## config.mk

```make
export PLATFORM = sky130hd
export DESIGN_NAME = dead_reckoning_pose_integrator_flat
export DESIGN_NICKNAME = d
export VERILOG_FILES = /design/src/design/drpi_pkg.sv /design/src/design/drpi_ifs.sv /design/src/design/drpi_bam_div.sv /design/src/design/drpi_cordic.sv /design/src/design/dead_reckoning_pose_integrator.sv /design/src/flat_wrapper.sv
export VERILOG_INCLUDE_DIRS = /design/src /design/src/design
export SDC_FILE = /design/constraint.sdc
export NUM_CORES = 2
export LEC_CHECK = 0
export BUFFER_PORTS_ARGS = -buffer_cell sky130_fd_sc_hd__buf_4
export CAP_MARGIN = 30
export CORE_MARGIN = 2
export CORE_UTILIZATION = 40
export CTS_BUF_LIST = sky130_fd_sc_hd__clkbuf_2
export CTS_CLUSTER_DIAMETER = 40
export DETAILED_ROUTE_END_ITERATION = 12
export GPL_ROUTABILITY_DRIVEN = 0
export MAX_ROUTING_LAYER = met4
export PLACE_DENSITY = 0.51
export SYNTH_ARGS = -nofsm -noshare
export SYNTH_HDL_FRONTEND = slang
export SYNTH_SLANG_ARGS = --single-unit
```

## constraint.sdc

```tcl
create_clock -name clk -period 9.2 [get_ports clk]
set_input_delay 0.92 -clock clk [delete_from_list [all_inputs] [get_ports clk]]
set_output_delay 0.92 -clock clk [all_outputs]
set_load 0.02 [all_outputs]
```

## src/design/dead_reckoning_pose_integrator_defines.svh

```systemverilog
// Assertion helpers for the pose integrator. Each expects clk and rst_n in scope.
`ifndef DEAD_RECKONING_POSE_INTEGRATOR_DEFINES_SVH
`define DEAD_RECKONING_POSE_INTEGRATOR_DEFINES_SVH

// Same-cycle implication
`define DRPI_ASSERT_IMP(lbl, ante, cons, msg) \
  lbl: assert property (@(posedge clk) disable iff (!rst_n) (ante) |-> (cons)) \
    else $error(msg);

// Next-cycle implication
`define DRPI_ASSERT_NXT(lbl, ante, cons, msg) \
  lbl: assert property (@(posedge clk) disable iff (!rst_n) (ante) |=> (cons)) \
    else $error(msg);

`endif

```

## src/design/drpi_pkg.sv

```systemverilog
`timescale 1ns / 1ps
package drpi_pkg;

  // Field widths
  localparam int KIND_W = 2;
  localparam int YAW_W  = 17;
  localparam int DIST_W = 32;
  localparam int POS_W  = 40;
  localparam int BAM_W  = 16;

  // Internal widths
  localparam int D_W    = 18;  // yaw difference
  localparam int DS_W   = 33;  // distance step
  localparam int XY_W   = 51;  // CORDIC datapath
  localparam int Z_W    = 33;  // CORDIC angle residue
  localparam int FRAC_SH = 16;
  localparam int DXY_W  = XY_W - FRAC_SH;

  // Angle conversion constants
  localparam int unsigned DEG_TURN   = 36000;
  localparam int unsigned DEG_OFFSET = 144000;  // four turns
  // (r * 65536 + 18000) / 36000 scaled down by 16: (r * 4096 + 1125) / 2250
  localparam int unsigned BAM_HALF_SC  = 1125;
  localparam int          BAM_RECIP_W  = 29;
  localparam logic [28:0] BAM_RECIP    = 29'd488671835;  // ceil(2^40 / 2250)
  localparam int          BAM_RECIP_SH = 40;
  localparam int DIV_STEPS = 1;                 // one reciprocal multiply

  // CORDIC constants
  localparam logic signed [30:0] GAIN_Q30 = 31'sd652032874;
  localparam int ATAN_IDX_W = 5;

  typedef enum logic [KIND_W-1:0] {
    KIND_TICK = 2'd0,
    KIND_ARM  = 2'd1,
    KIND_SET  = 2'd2
  } kind_t;

  typedef logic signed [YAW_W-1:0]  yaw_t;
  typedef logic signed [DIST_W-1:0] dist_t;
  typedef logic signed [POS_W-1:0]  pos_t;
  typedef logic [BAM_W-1:0]         bam_t;
  typedef logic signed [D_W-1:0]    dyaw_t;
  typedef logic signed [DS_W-1:0]   dstep_t;
  typedef logic signed [DXY_W-1:0]  dxy_t;

  typedef struct packed {
    logic load;
    logic step;
  } div_ctl_t;

  typedef struct packed {
    logic mul;
    logic load;
    logic step;
  } rot_ctl_t;

  // Arctangent of 2^-i in 2^32 units per turn
  function automatic logic [31:0] atan_lut(input logic [ATAN_IDX_W-1:0] idx);
    logic [31:0] v;
    unique case (idx)
      5'd0:  v = 32'd536870912;
      5'd1:  v = 32'd316933406;
      5'd2:  v = 32'd167458907;
      5'd3:  v = 32'd85004756;
      5'd4:  v = 32'd42667331;
      5'd5:  v = 32'd21354465;
      5'd6:  v = 32'd10679838;
      5'd7:  v = 32'd5340245;
      5'd8:  v = 32'd2670163;
      5'd9:  v = 32'd1335087;
      5'd10: v = 32'd667544;
      5'd11: v = 32'd333772;
      5'd12: v = 32'd166886;
      5'd13: v = 32'd83443;
      5'd14: v = 32'd41722;
      5'd15: v = 32'd20861;
      5'd16: v = 32'd10430;
      5'd17: v = 32'd5215;
      5'd18: v = 32'd2608;
      5'd19: v = 32'd1304;
      5'd20: v = 32'd652;
      5'd21: v = 32'd326;
      5'd22: v = 32'd163;
      5'd23: v = 32'd81;
      default: v = 32'd0;
    endcase
    return v;
  endfunction

endpackage

```

## src/design/drpi_ifs.sv

```systemverilog
`timescale 1ns / 1ps
interface drpi_in_if;
  import drpi_pkg::*;
  logic  valid;
  logic  ready;
  logic [KIND_W-1:0] kind;
  yaw_t  yaw_sample;
  dist_t odo_distance;
  logic  enable;

  modport source (output valid, kind, yaw_sample, odo_distance, enable, input ready);
  modport sink   (input valid, kind, yaw_sample, odo_distance, enable, output ready);
endinterface

interface drpi_out_if;
  import drpi_pkg::*;
  logic valid;
  logic ready;
  pos_t pos_x;
  pos_t pos_y;
  bam_t heading;
  logic is_active;

  modport source (output valid, pos_x, pos_y, heading, is_active, input ready);
  modport sink   (input valid, pos_x, pos_y, heading, is_active, output ready);
endinterface

interface drpi_cfg_if;
  logic valid;
  logic ready;
  logic heading_negate;

  modport source (output valid, heading_negate, input ready);
  modport sink   (input valid, heading_negate, output ready);
endinterface

```

## src/design/drpi_bam_div.sv

```systemverilog
`timescale 1ns / 1ps
// Yaw difference to binary angle: reduce into one turn, then form
// (r * 65536 + 18000) / 36000 as (r * 4096 + 1125) / 2250 with one
// reciprocal multiply (exact for every reduced angle).
module drpi_bam_div (
  input  logic               clk,
  input  drpi_pkg::div_ctl_t ctl,
  input  drpi_pkg::dyaw_t    d,
  output drpi_pkg::bam_t     heading
);
  import drpi_pkg::*;

  localparam int T_W  = 19;
  localparam int R_W  = 16;
  localparam int LO_W = 12;
  localparam int N_W  = R_W + LO_W;
  localparam int P_W  = N_W + BAM_RECIP_W;

  logic [R_W-1:0]   rem_r;
  logic [BAM_W-1:0] q_r;

  logic signed [T_W:0] t_s;
  logic [T_W-1:0]      t_red;
  logic [R_W-1:0]      r_mod;
  logic [N_W-1:0]      num;
  logic [P_W-1:0]      prod;

  // Offset positive and remove whole turns
  always_comb begin
    t_s   = (T_W+1)'(d) + (T_W+1)'(DEG_OFFSET);
    t_red = t_s[T_W-1:0];
    if (t_red >= T_W'(4 * DEG_TURN)) t_red = t_red - T_W'(4 * DEG_TURN);
    if (t_red >= T_W'(2 * DEG_TURN)) t_red = t_red - T_W'(2 * DEG_TURN);
    if (t_red >= T_W'(DEG_TURN))     t_red = t_red - T_W'(DEG_TURN);
    r_mod = t_red[R_W-1:0];
  end

  // Scale the reduced angle, add the rounding half, multiply by the reciprocal
  assign num  = {rem_r, LO_W'(BAM_HALF_SC)};
  assign prod = P_W'(num) * P_W'(BAM_RECIP);

  always_ff @(posedge clk) begin
    if (ctl.load) begin
      rem_r <= r_mod;
    end else if (ctl.step) begin
      q_r   <= prod[BAM_RECIP_SH+BAM_W-1:BAM_RECIP_SH];
    end
  end

  assign heading = q_r;

endmodule

```

## src/design/drpi_cordic.sv

```systemverilog
`timescale 1ns / 1ps
// Gain-compensated rotation of (ds, 0) by the heading, one step per cycle.
module drpi_cordic #(
  parameter int IDX_W = 4
) (
  input  logic               clk,
  input  drpi_pkg::rot_ctl_t ctl,
  input  drpi_pkg::dstep_t   ds,
  input  drpi_pkg::bam_t     ang,
  input  logic [IDX_W-1:0]   idx,
  output drpi_pkg::dxy_t     dx,
  output drpi_pkg::dxy_t     dy
);
  import drpi_pkg::*;

  logic signed [XY_W-1:0] prod_r;
  logic signed [XY_W-1:0] x_r;
  logic signed [XY_W-1:0] y_r;
  logic signed [Z_W-1:0]  z_r;

  logic signed [63:0]     prod;
  logic                   flip;
  logic [31:0]            z32;
  logic signed [XY_W-1:0] xs;
  logic signed [XY_W-1:0] ys;
  logic signed [Z_W-1:0]  atn;
  logic signed [XY_W-1:0] xr;
  logic signed [XY_W-1:0] yr;

  // Scale by the CORDIC gain
  assign prod = ds * GAIN_Q30;

  // Half-turn pre-rotation for the second and third quadrants
  assign flip = ang[BAM_W-1] ^ ang[BAM_W-2];
  assign z32  = {ang[BAM_W-1] ^ flip, ang[BAM_W-2:0], 16'h0000};

  assign xs  = x_r >>> idx;
  assign ys  = y_r >>> idx;
  assign atn = signed'({1'b0, atan_lut(ATAN_IDX_W'(idx))});

  always_ff @(posedge clk) begin
    if (ctl.mul) begin
      prod_r <= XY_W'(prod >>> 14);
    end
    if (ctl.load) begin
      x_r <= flip ? -prod_r : prod_r;
      y_r <= '0;
      z_r <= Z_W'(signed'(z32));
    end else if (ctl.step) begin
      if (!z_r[Z_W-1]) begin
        x_r <= x_r - ys;
        y_r <= y_r + xs;
        z_r <= z_r - atn;
      end else begin
        x_r <= x_r + ys;
        y_r <= y_r - xs;
        z_r <= z_r + atn;
      end
    end
  end

  // Round to nearest, halves up
  assign xr = x_r + XY_W'(32768);
  assign yr = y_r + XY_W'(32768);
  assign dx = xr[XY_W-1:FRAC_SH];
  assign dy = yr[XY_W-1:FRAC_SH];

endmodule

```

## src/design/dead_reckoning_pose_integrator.sv

```systemverilog
`timescale 1ns / 1ps
`include "dead_reckoning_pose_integrator_defines.svh"
// Channel  Dir  Handshake      Payload
// in_ch    in   valid/ready    kind, yaw_sample, odo_distance, enable
// out_ch   out  valid/ready    pos_x, pos_y, heading, is_active
// cfg_ch   in   valid/ready    heading_negate (always ready)
//
// An accepted active tick passes through MOD (reduction and gain multiply), DIV
// (the reciprocal multiply that gives the angle), LOAD (preload), ROT (the CORDIC
// steps in the shared rotator), ACC (accumulate) and DONE (output). Other items
// go from idle straight to DONE.
// in_ch.ready is high only while idle. A result waiting on out_ch holds the next
// item in its last cycle.
// rst_n is synchronous, active low, and zeroes the pose, offset and gate.
module dead_reckoning_pose_integrator #(
  parameter int CORDIC_STEPS = 16
) (
  input logic       clk,
  input logic       rst_n,
  drpi_in_if.sink   in_ch,
  drpi_out_if.source out_ch,
  drpi_cfg_if.sink  cfg_ch
);
  import drpi_pkg::*;

  localparam int IDX_W = $clog2(CORDIC_STEPS);

  typedef enum logic [6:0] {
    S_IDLE = 7'b0000001,
    S_MOD  = 7'b0000010,
    S_DIV  = 7'b0000100,
    S_LOAD = 7'b0001000,
    S_ROT  = 7'b0010000,
    S_ACC  = 7'b0100000,
    S_DONE = 7'b1000000
  } state_t;

  state_t           state_r, state_nxt;
  logic [IDX_W-1:0] cnt_r, cnt_nxt;

  pos_t   x_acc_r;
  pos_t   y_acc_r;
  bam_t   heading_r;
  yaw_t   yaw_off_r;
  dist_t  prev_dist_r;
  logic   active_r;
  logic   neg_r;
  dyaw_t  d_r;
  dstep_t ds_r;

  logic   out_valid_r;
  pos_t   out_x_r;
  pos_t   out_y_r;
  bam_t   out_hdg_r;
  logic   out_act_r;

  logic     in_acc;
  logic     is_tick;
  logic     out_free;
  div_ctl_t div_ctl;
  rot_ctl_t rot_ctl;
  bam_t     bam_q;
  dxy_t     dx;
  dxy_t     dy;

  function automatic pos_t sat_pos(input logic signed [POS_W+1:0] v);
    logic signed [POS_W+1:0] hi;
    logic signed [POS_W+1:0] lo;
    hi = (POS_W+2)'({1'b0, {(POS_W-1){1'b1}}});
    lo = -hi - (POS_W+2)'(1);
    if (v > hi) return POS_W'(hi);
    if (v < lo) return POS_W'(lo);
    return POS_W'(v);
  endfunction

  assign in_ch.ready  = (state_r == S_IDLE);
  assign in_acc       = in_ch.valid && in_ch.ready;
  assign is_tick      = (in_ch.kind == KIND_TICK) && active_r;
  assign out_free     = !out_valid_r || out_ch.ready;
  assign cfg_ch.ready = 1'b1;

  // Sequence the shared units
  always_comb begin
    state_nxt = state_r;
    cnt_nxt   = cnt_r;
    unique case (state_r)
      S_IDLE: if (in_acc) state_nxt = is_tick ? S_MOD : S_DONE;
      S_MOD: begin
        state_nxt = S_DIV;
        cnt_nxt   = '0;
      end
      S_DIV: begin
        if (cnt_r == IDX_W'(DIV_STEPS - 1)) begin
          state_nxt = S_LOAD;
          cnt_nxt   = '0;
        end else begin
          cnt_nxt = cnt_r + IDX_W'(1);
        end
      end
      S_LOAD: state_nxt = S_ROT;
      S_ROT: begin
        if (cnt_r == IDX_W'(CORDIC_STEPS - 1)) begin
          state_nxt = S_ACC;
          cnt_nxt   = '0;
        end else begin
          cnt_nxt = cnt_r + IDX_W'(1);
        end
      end
      S_ACC:  state_nxt = S_DONE;
      S_DONE: if (out_free) state_nxt = S_IDLE;
      default: state_nxt = S_IDLE;
    endcase
  end

  assign div_ctl.load = (state_r == S_MOD);
  assign div_ctl.step = (state_r == S_DIV);
  assign rot_ctl.mul  = (state_r == S_MOD);
  assign rot_ctl.load = (state_r == S_LOAD);
  assign rot_ctl.step = (state_r == S_ROT);

  drpi_bam_div u_div (
    .clk     (clk),
    .ctl     (div_ctl),
    .d       (d_r),
    .heading (bam_q)
  );

  drpi_cordic #(.IDX_W(IDX_W)) u_rot (
    .clk (clk),
    .ctl (rot_ctl),
    .ds  (ds_r),
    .ang (bam_q),
    .idx (cnt_r),
    .dx  (dx),
    .dy  (dy)
  );

  // Advance control state
  always_ff @(posedge clk) begin
    if (!rst_n) begin
      state_r <= S_IDLE;
      cnt_r   <= '0;
      neg_r   <= 1'b0;
    end else begin
      state_r <= state_nxt;
      cnt_r   <= cnt_nxt;
      if (cfg_ch.valid) neg_r <= cfg_ch.heading_negate;
    end
  end

  // Update pose state on accepted items and after rotation
  always_ff @(posedge clk) begin
    if (!rst_n) begin
      x_acc_r     <= '0;
      y_acc_r     <= '0;
      heading_r   <= '0;
      yaw_off_r   <= '0;
      prev_dist_r <= '0;
      active_r    <= 1'b0;
    end else if (in_acc) begin
      priority if (in_ch.kind == KIND_ARM) begin
        yaw_off_r   <= in_ch.yaw_sample;
        x_acc_r     <= '0;
        y_acc_r     <= '0;
        heading_r   <= '0;
        prev_dist_r <= '0;
      end else if (in_ch.kind == KIND_SET) begin
        active_r <= in_ch.enable;
        if (in_ch.enable) prev_dist_r <= in_ch.odo_distance;
      end else if (is_tick) begin
        prev_dist_r <= in_ch.odo_distance;
      end else begin
        active_r <= active_r;
      end
    end else if (state_r == S_ACC) begin
      x_acc_r   <= sat_pos((POS_W+2)'(x_acc_r) + (POS_W+2)'(dx));
      y_acc_r   <= sat_pos((POS_W+2)'(y_acc_r) + (POS_W+2)'(dy));
      heading_r <= bam_q;
    end
  end

  // Latch tick operands
  always_ff @(posedge clk) begin
    if (in_acc && is_tick) begin
      d_r  <= neg_r ? (D_W'(yaw_off_r) - D_W'(in_ch.yaw_sample))
                    : (D_W'(in_ch.yaw_sample) - D_W'(yaw_off_r));
      ds_r <= DS_W'(in_ch.odo_distance) - DS_W'(prev_dist_r);
    end
  end

  // Output register
  always_ff @(posedge clk) begin
    if (!rst_n) begin
      out_valid_r <= 1'b0;
    end else if (state_r == S_DONE && out_free) begin
      out_valid_r <= 1'b1;
    end else if (out_ch.ready) begin
      out_valid_r <= 1'b0;
    end
  end

  always_ff @(posedge clk) begin
    if (state_r == S_DONE && out_free) begin
      out_x_r   <= x_acc_r;
      out_y_r   <= y_acc_r;
      out_hdg_r <= heading_r;
      out_act_r <= active_r;
    end
  end

  assign out_ch.valid     = out_valid_r;
  assign out_ch.pos_x     = out_x_r;
  assign out_ch.pos_y     = out_y_r;
  assign out_ch.heading   = out_hdg_r;
  assign out_ch.is_active = out_act_r;

  `DRPI_ASSERT_NXT(a_tick_starts, in_acc && is_tick, state_r == S_MOD, "active tick not started")
  `DRPI_ASSERT_NXT(a_other_done, in_acc && !is_tick, state_r == S_DONE, "non-tick item not done")
  `DRPI_ASSERT_IMP(a_out_from_done, $rose(out_valid_r), $past(state_r) == S_DONE, "stray result")
  `DRPI_ASSERT_IMP(a_prev_hold, $past(rst_n) && !$past(in_acc), $stable(prev_dist_r), "distance moved")
  `DRPI_ASSERT_IMP(a_rot_cnt, state_r == S_ROT && $past(state_r) == S_LOAD, cnt_r == '0, "step count")

endmodule

```

## src/flat_wrapper.sv

```systemverilog
// flat-port wrapper written by rule: the top's interface ports become plain ports
module dead_reckoning_pose_integrator_flat import drpi_pkg::*;
#(
  parameter int CORDIC_STEPS = 16
)
  (clk, rst_n, in_ch_valid, in_ch_kind, in_ch_yaw_sample, in_ch_odo_distance, in_ch_enable, in_ch_ready, out_ch_valid, out_ch_pos_x, out_ch_pos_y, out_ch_heading, out_ch_is_active, out_ch_ready, cfg_ch_valid, cfg_ch_heading_negate, cfg_ch_ready);
  drpi_in_if in_ch_i ();
  drpi_out_if out_ch_i ();
  drpi_cfg_if cfg_ch_i ();
  input logic clk;
  input logic rst_n;
  input wire logic [$bits(in_ch_i.valid)-1:0] in_ch_valid;
  input wire logic [$bits(in_ch_i.kind)-1:0] in_ch_kind;
  input wire logic [$bits(in_ch_i.yaw_sample)-1:0] in_ch_yaw_sample;
  input wire logic [$bits(in_ch_i.odo_distance)-1:0] in_ch_odo_distance;
  input wire logic [$bits(in_ch_i.enable)-1:0] in_ch_enable;
  output wire logic [$bits(in_ch_i.ready)-1:0] in_ch_ready;
  output wire logic [$bits(out_ch_i.valid)-1:0] out_ch_valid;
  output wire logic [$bits(out_ch_i.pos_x)-1:0] out_ch_pos_x;
  output wire logic [$bits(out_ch_i.pos_y)-1:0] out_ch_pos_y;
  output wire logic [$bits(out_ch_i.heading)-1:0] out_ch_heading;
  output wire logic [$bits(out_ch_i.is_active)-1:0] out_ch_is_active;
  input wire logic [$bits(out_ch_i.ready)-1:0] out_ch_ready;
  input wire logic [$bits(cfg_ch_i.valid)-1:0] cfg_ch_valid;
  input wire logic [$bits(cfg_ch_i.heading_negate)-1:0] cfg_ch_heading_negate;
  output wire logic [$bits(cfg_ch_i.ready)-1:0] cfg_ch_ready;
  assign in_ch_i.valid = in_ch_valid;
  assign in_ch_i.kind = in_ch_kind;
  assign in_ch_i.yaw_sample = in_ch_yaw_sample;
  assign in_ch_i.odo_distance = in_ch_odo_distance;
  assign in_ch_i.enable = in_ch_enable;
  assign in_ch_ready = in_ch_i.ready;
  assign out_ch_valid = out_ch_i.valid;
  assign out_ch_pos_x = out_ch_i.pos_x;
  assign out_ch_pos_y = out_ch_i.pos_y;
  assign out_ch_heading = out_ch_i.heading;
  assign out_ch_is_active = out_ch_i.is_active;
  assign out_ch_i.ready = out_ch_ready;
  assign cfg_ch_i.valid = cfg_ch_valid;
  assign cfg_ch_i.heading_negate = cfg_ch_heading_negate;
  assign cfg_ch_ready = cfg_ch_i.ready;
  dead_reckoning_pose_integrator #(.CORDIC_STEPS(CORDIC_STEPS)) u_core (.clk(clk), .rst_n(rst_n), .in_ch(in_ch_i), .out_ch(out_ch_i), .cfg_ch(cfg_ch_i));
endmodule
```

# Word level (Yosys, flattened, before mapping)
# Memory sizes are Yosys's and may differ from the RTL's. A register that Yosys moved wholly into a read port is not among the register bits.
# Cells that the tools add are included.
[word_totals]
ff_bits = 524
romBits = 480
word_cells = 156
memories = 1
[op_classes]
addsub = 19
multipliers = 2
n_lt_le_gt_ge = 7
eq_ne = 16
shifts = 2
muxes = 63
n_bitwise = 4
reduce_logical = 19
[memory_table]
columns = ["memory", "depth", "word_bits", "read_ports", "rd_clocked_by_memory_dff", "wr", "line_no", "text"]
rows = [
  ["(name not given)", 16, 30, 1, 1, 0, "drpi_pkg.sv:61", "unique case (idx)"],
]
[ops]
columns = ["op", "count"]
rows = [
  ["$mux 40", 13],
  ["$mux 51", 5],
  ["$mux 32", 4],
  ["$add 51x17->51 const B", 2],
  ["$add 51x51->51", 2],
  ["$sshr 51x4->51", 2],
  ["$sub 51x51->51", 2],
  ["$mux 33", 3],
  ["$gt 42x40->1 const B", 2],
  ["$lt 42x40->1 const B", 2],
  ["$add 40x35->41", 2],
  ["$mux 16", 4],
  ["$mul 33x30->63 const B", 1],
  ["$mul 28x29->56 const B", 1],
  ["$neg 50->51", 1],
  ["$pmux 7 s7", 1],
  ["$mux 19", 2],
  ["$sub 17x17->18", 2],
  ["$mux 7", 5],
  ["$add 33x33->33", 1],
  ["$sub 32x32->33", 1],
  ["$sub 33x33->33", 1],
  ["$mux 1", 20],
  ["$add 18x19->19 const B", 1],
  ["35 further kinds", 52],
]

# Logic depth before layout (Yosys ltp)
[logic_depth]
depth_word = 15
mapped_depth = 31
mapped_depth_nobuf = 29

# Modules after synthesis
# From an unflattened synthesis, not the netlist that was laid out.
[hier_totals]
hier_cells = 7877
area_unflattened_um2 = 71523.6
[modules_own_cells]
columns = ["mod", "n_inst", "cells_each", "area_each_um2", "seq_area_each_um2"]
rows = [
  ["drpi_cordic", 1, 4794, 43135.1, 4884.7],
  ["dead_reckoning_pose_integrator", 1, 2022, 18098.6, 7627.3],
  ["drpi_bam_div", 1, 1061, 10289.9, 960.9],
]

# Worst setup path after synthesis
# OpenSTA, ideal clock, no wires.
[synth_timing]
path_type = "register -> register"
startpoint = "register u_core.ds_r[32]"
endpoint = "register u_core.u_rot.prod_r[47], data pin"
setup_time_ns = 0.258
arrival_ns = 8.237
slack_ns = 0.705
path_stages_with_launch = 23
path_buffers = 1
synth_period_minus_slack_ns = 8.495
cell_sequence = "edfxtp_1 clkbuf_1 clkinv_1 o21ai_0 fa_1 fa_1 fa_1 fa_1 inv_1 fa_1 inv_1 ha_1 a21o_1 a21o_1 a21oi_1 nor2_1 a2111oi_0 a31oi_1 a21o_1 a31oi_1 o21ai_0 a21oi_1 xnor2_1"
[synth_via]
elab_chain_len = 1
[synth_rtl]
columns = ["item", "line_no", "text"]
rows = [
  ["start: declaration", "dead_reckoning_pose_integrator.sv:49", "dstep_t ds_r;"],
  ["start signal: assignment", "dead_reckoning_pose_integrator.sv:187", "ds_r <= DS_W'(in_ch.odo_distance) - DS_W'(prev_dist_r);"],
  ["$mul 33x30->63", "drpi_cordic.sv:31", "assign prod = ds * GAIN_Q30;"],
  ["via u_core.u_rot.prod[61]", "drpi_cordic.sv:21", "logic signed [63:0] prod;"],
  ["end signal: assignment", "drpi_cordic.sv:43", "prod_r <= XY_W'(prod >>> 14);"],
  ["end: declaration", "drpi_cordic.sv:16", "logic signed [XY_W-1:0] prod_r;"],
]
# The timed path passes the listed nets, and every way through them passes these cells.
# A chain may end at the register's enable or synchronous reset.

# Worst setup path in the final report
[layout_timing]
startpoint = "register u_core.ds_r[23]"
endpoint = "register u_core.u_rot.prod_r[47], data pin"
# The elaborated chain is that of the path after synthesis.

==> flow_metrics.py <==
metrics = {
    "outcome": {
        "status": "finished clean",
    },
    "timing": {
        "finalCritPeriodShare_pct": 94.3,
        "worst_slew_pin_slew_ps": 1140,
        "hold_violations": 0,
        "finClkSkew_ps": 148,
        "tns_ps": 0,
        "slew-limit-headroom_pct": 24.2,
        "max_freq_ghz": 0.115,
        "rsz0062_at_grt": "no",
        "hold_ws_ps": 308,
        "setup_viol": 0,
        "final_max_slew_viol_count": 0,
        "layout_min_cycle_time_ps": 8680,
    },
    "floorplan": {
        "start_util_pct": 40.3,
        "die_x_um": 420,
        "boundaryPins": 158,
        "core.rowCount": 152,
        "coreArea_um2": 172000,
        "die_y_um": 420,
        "fp.dieArea_um2": 177000,
    },
    "route": {
        "drt_wl_total_um": 198000,
        "drcViolationCount": 0,
        "drt.antenna.violating_nets": 0,
        "drtPass1Iterations": 7,
        "first_iter_violations": 3314,
        "wl_per_cell_um": 19.6,
        "num_vias": 54200,
        "avgViaCountPerCell": 5.35,
    },
    "clocking": {
        "clk_pin_slew_ps": 90,
        "cts_num_sinks": 554,
        "htree_levels": 4,
        "cts_buffers": 170,
        "clk_path_buf_depth": 3,
        "insertion_delay_ps": 1640,
        "cts_tree": "built",
        "root_buffer": "clkbuf_2",
    },
    "cells_and_area": {
        "drive_above_1_share_pct": 9.36,
        "final_net_count": 9213,
        "final_area_um2": 75700,
        "layoutNonFillerInstCount": 10100,
        "area_growth_pct": 9.19,
        "nFillCells": 17000,
    },
    "synthesis": {
        "synthesis.area_um2": 69400,
        "yosysTopAreaCell": "fa_1",
        "synth_fp_nets": 8957,
        "synth_warnings": 0,
        "synth.area.top_cells": "fa_1 (17%), ha_1 (16%), edfxtp_1 (13%)",
        "yosysMostFrequentCell": "inv_1",
        "synth_top_area_share_pct": 17.0,
        "synth_seq_area_share_pct": 20.3,
        "synth_cell_types": 105,
        "synth_commonest_cells": "inv_1 (1070), ha_1 (904), fa_1 (588)",
        "synthFlopType": "edfxtp_1",
        "synth-seq-cells": 554,
        "syn_inst": 7407,
        "async_reset_ff_share_pct": 0,
        "avgSynthCellArea_um2": 9.36,
        "synth-edff-count": 298,
    },
    "critical_path": {
        "worst_path_most_repeated_cell": "fa_1",
        "critPathSlowestCell": "a311oi_1",
        "startpoint": "u_core.ds_r[23]",
        "r2r-end": "u_core.u_rot.prod_r[47]",
        "r2r-start": "u_core.ds_r[23]",
        "start_kind": "register",
        "worstPathArrival_ps": 9940,
        "cp-end-kind": "register",
        "crit_end": "u_core.u_rot.prod_r[47]",
        "ff2ff_setup_slack_ps": 520,
        "cp_max_fo": 6,
        "slowest_delay_ps": 630,
        "crit_type": "register to register",
        "reg2reg_depth": 28,
        "crit_required_ps": 10460,
    },
    "grt": {
        "grt_util_all_layers_pct": 23.1,
        "antenna_found_initial": 9,
        "overflow": 0,
        "grt_pass1_vias": 54600,
        "grt_pass1_wl_um": 310000,
        "grt_max_degree": 84,
    },
    "placement": {
        "hpwl_um": 161000,
        "post-place-cells": 9698,
        "port_buffers": 156,
        "place_area_um2": 73000,
    },
    "pwr": {
        "finalPower_mw": 6.99,
        "irDropWorstVdd_mv": 0.128,
        "powerDensity_nw_per_um2": 92.2,
        "leakage_nw": 35.0,
    },
    "worst_hold_path": {
        "hp-class": "input port to register",
    },
    "run": {
        "maxCapViolations": 0,
    },
}
## through the flow
step                      util (%)  setup WS (ps)
final                         44.0            520
after global routing          44.0           11.3
after CTS                     44.0            521
after detailed placement      42.4            592
after global placement        42.4            773
after floorplan                  -            705
## state kept, by name, indices dropped and copies added (netlist names), 16 cells and up
register,count
u_core.u_rot.x_r,51
u_core.u_rot.y_r,51
u_core.u_rot.prod_r,50
u_core.out_ch.pos_x,40
u_core.out_ch.pos_y,40
u_core.x_acc_r,40
u_core.y_acc_r,40
u_core.ds_r,33
u_core.u_rot.z_r,33
u_core.prev_dist_r,32
u_core.u_rot.atn,30
u_core.d_r,18
u_core.yaw_off_r,17
u_core.heading_r,16
u_core.out_ch.heading,16
u_core.u_div.heading,16
u_core.u_div.rem_r,16
## per-layer routing
layer | vias up | wire, µm | global-route usage [%]
li1 | 26200 | - | -
met1 | 26400 | 91600 | 30.4
met2 | 1232 | 92900 | 37.3
met3 | 289 | 8700 | 3.06
met4 | 0 | 5050 | 6.23
met5 | - | 0 | -
## cells in the final DEF, fill, tap and decap left out, types with 20 or more instances in the layout
cell | Yosys | layout
and3_1 | 63 | 63
o21ai_0 | 371 | 371
nand3_1 | 162 | 159
nor3b_1 | 45 | 43
nand2b_1 | 52 | 52
edfxtp_1 | 298 | 298
nor2_1 | 381 | 379
dlygate4sd3_1 | 0 | 103
ha_1 | 904 | 904
nor3_1 | 79 | 78
a21o_1 | 197 | 197
mux2_2 | 66 | 66
o21a_1 | 51 | 51
o31ai_1 | 29 | 29
buf_4 | 5 | 211
and2_1 | 46 | 46
xor2_1 | 275 | 274
a21boi_0 | 21 | 21
clkinv_1 | 2 | 44
nor2b_1 | 56 | 55
nand4_1 | 42 | 42
o21bai_1 | 49 | 49
inv_1 | 1070 | 1066
or3_1 | 26 | 26
mux2i_1 | 79 | 79
dfxtp_1 | 256 | 253
clkbuf_2 | 1 | 242
nor4_1 | 20 | 20
a22oi_1 | 49 | 49
fa_1 | 588 | 588
mux4_2 | 105 | 105
xnor2_1 | 370 | 369
a211oi_1 | 37 | 36
a21oi_1 | 530 | 530
a31oi_1 | 67 | 66
nand2_1 | 451 | 451
o211ai_1 | 57 | 57
## report_power, final
group | switching [mW] | internal [mW]
Clock | 1.23 | 0.860
Sequential | 0.0194 | 2.74
Combinational | 1.21 | 0.933
Total | 2.45 | 4.53
## worst min-delay path by stage
stage                                 from                   endpoint  slack (ps)  depth (start not counted)
floorplan              u_core.heading_r[0]   u_core.out_ch.heading[0]         410                          0
global placement      u_core.heading_r[11]  u_core.out_ch.heading[11]         420                          0
detailed placement     u_core.heading_r[8]   u_core.out_ch.heading[8]         420                          0
CTS                 in_ch_odo_distance[13]     u_core.prev_dist_r[13]          20                          5
global route         in_ch_odo_distance[9]      u_core.prev_dist_r[9]          60                          5
finish               in_ch_odo_distance[3]      u_core.prev_dist_r[3]         310                          5
## critical path, delay by kind of cell, from the launching register on
kind | cells | cell delay (ps)
and+or+nand+nor | 4 | 610
AOI/OAI and AO/OA | 8 | 2300
buffers and inverters | 6 | 430
xor gates and xnor gates | 1 | 130
adders and majority gates | 9 | 4380
DFF | 1 | 520
## cells by family after synthesis
group | share of synthesized area (%)
AND/OR/NAND/NOR | 10.5
flip-flops | 20.3
XOR/XNOR | 8.17
multiplexers | 5.64
other | 0.00541
AO/OA/AOI/OAI | 14.9
adder cells (fa/ha/maj) | 33.3
buffers and inverters | 7.21
## layout make-up
| class | count | area (µm²) | share of cell area, % |
|---|---|---|---|
| diodes | 10 | 25.0 | 0.0330 |
| clock buffers | 242 | 1210 | 1.60 |
| clock inverters | 76 | 488 | 0.644 |
| inverters | 1073 | 4030 | 5.32 |
| multi-input cells | 5549 | 50400 | 66.5 |
| flip-flops and latches | 554 | 14100 | 18.6 |
| well taps | 2310 | 2890 | 3.82 |
| repair buffers | 315 | 2640 | 3.48 |
## what timing repair did
action	CTS	global route
setup buffers	0	0
gates resized for setup	0	0
hold endpoints to repair	157	0
hold buffers	103	0
Note: power is estimated with default switching activity, not from simulation.
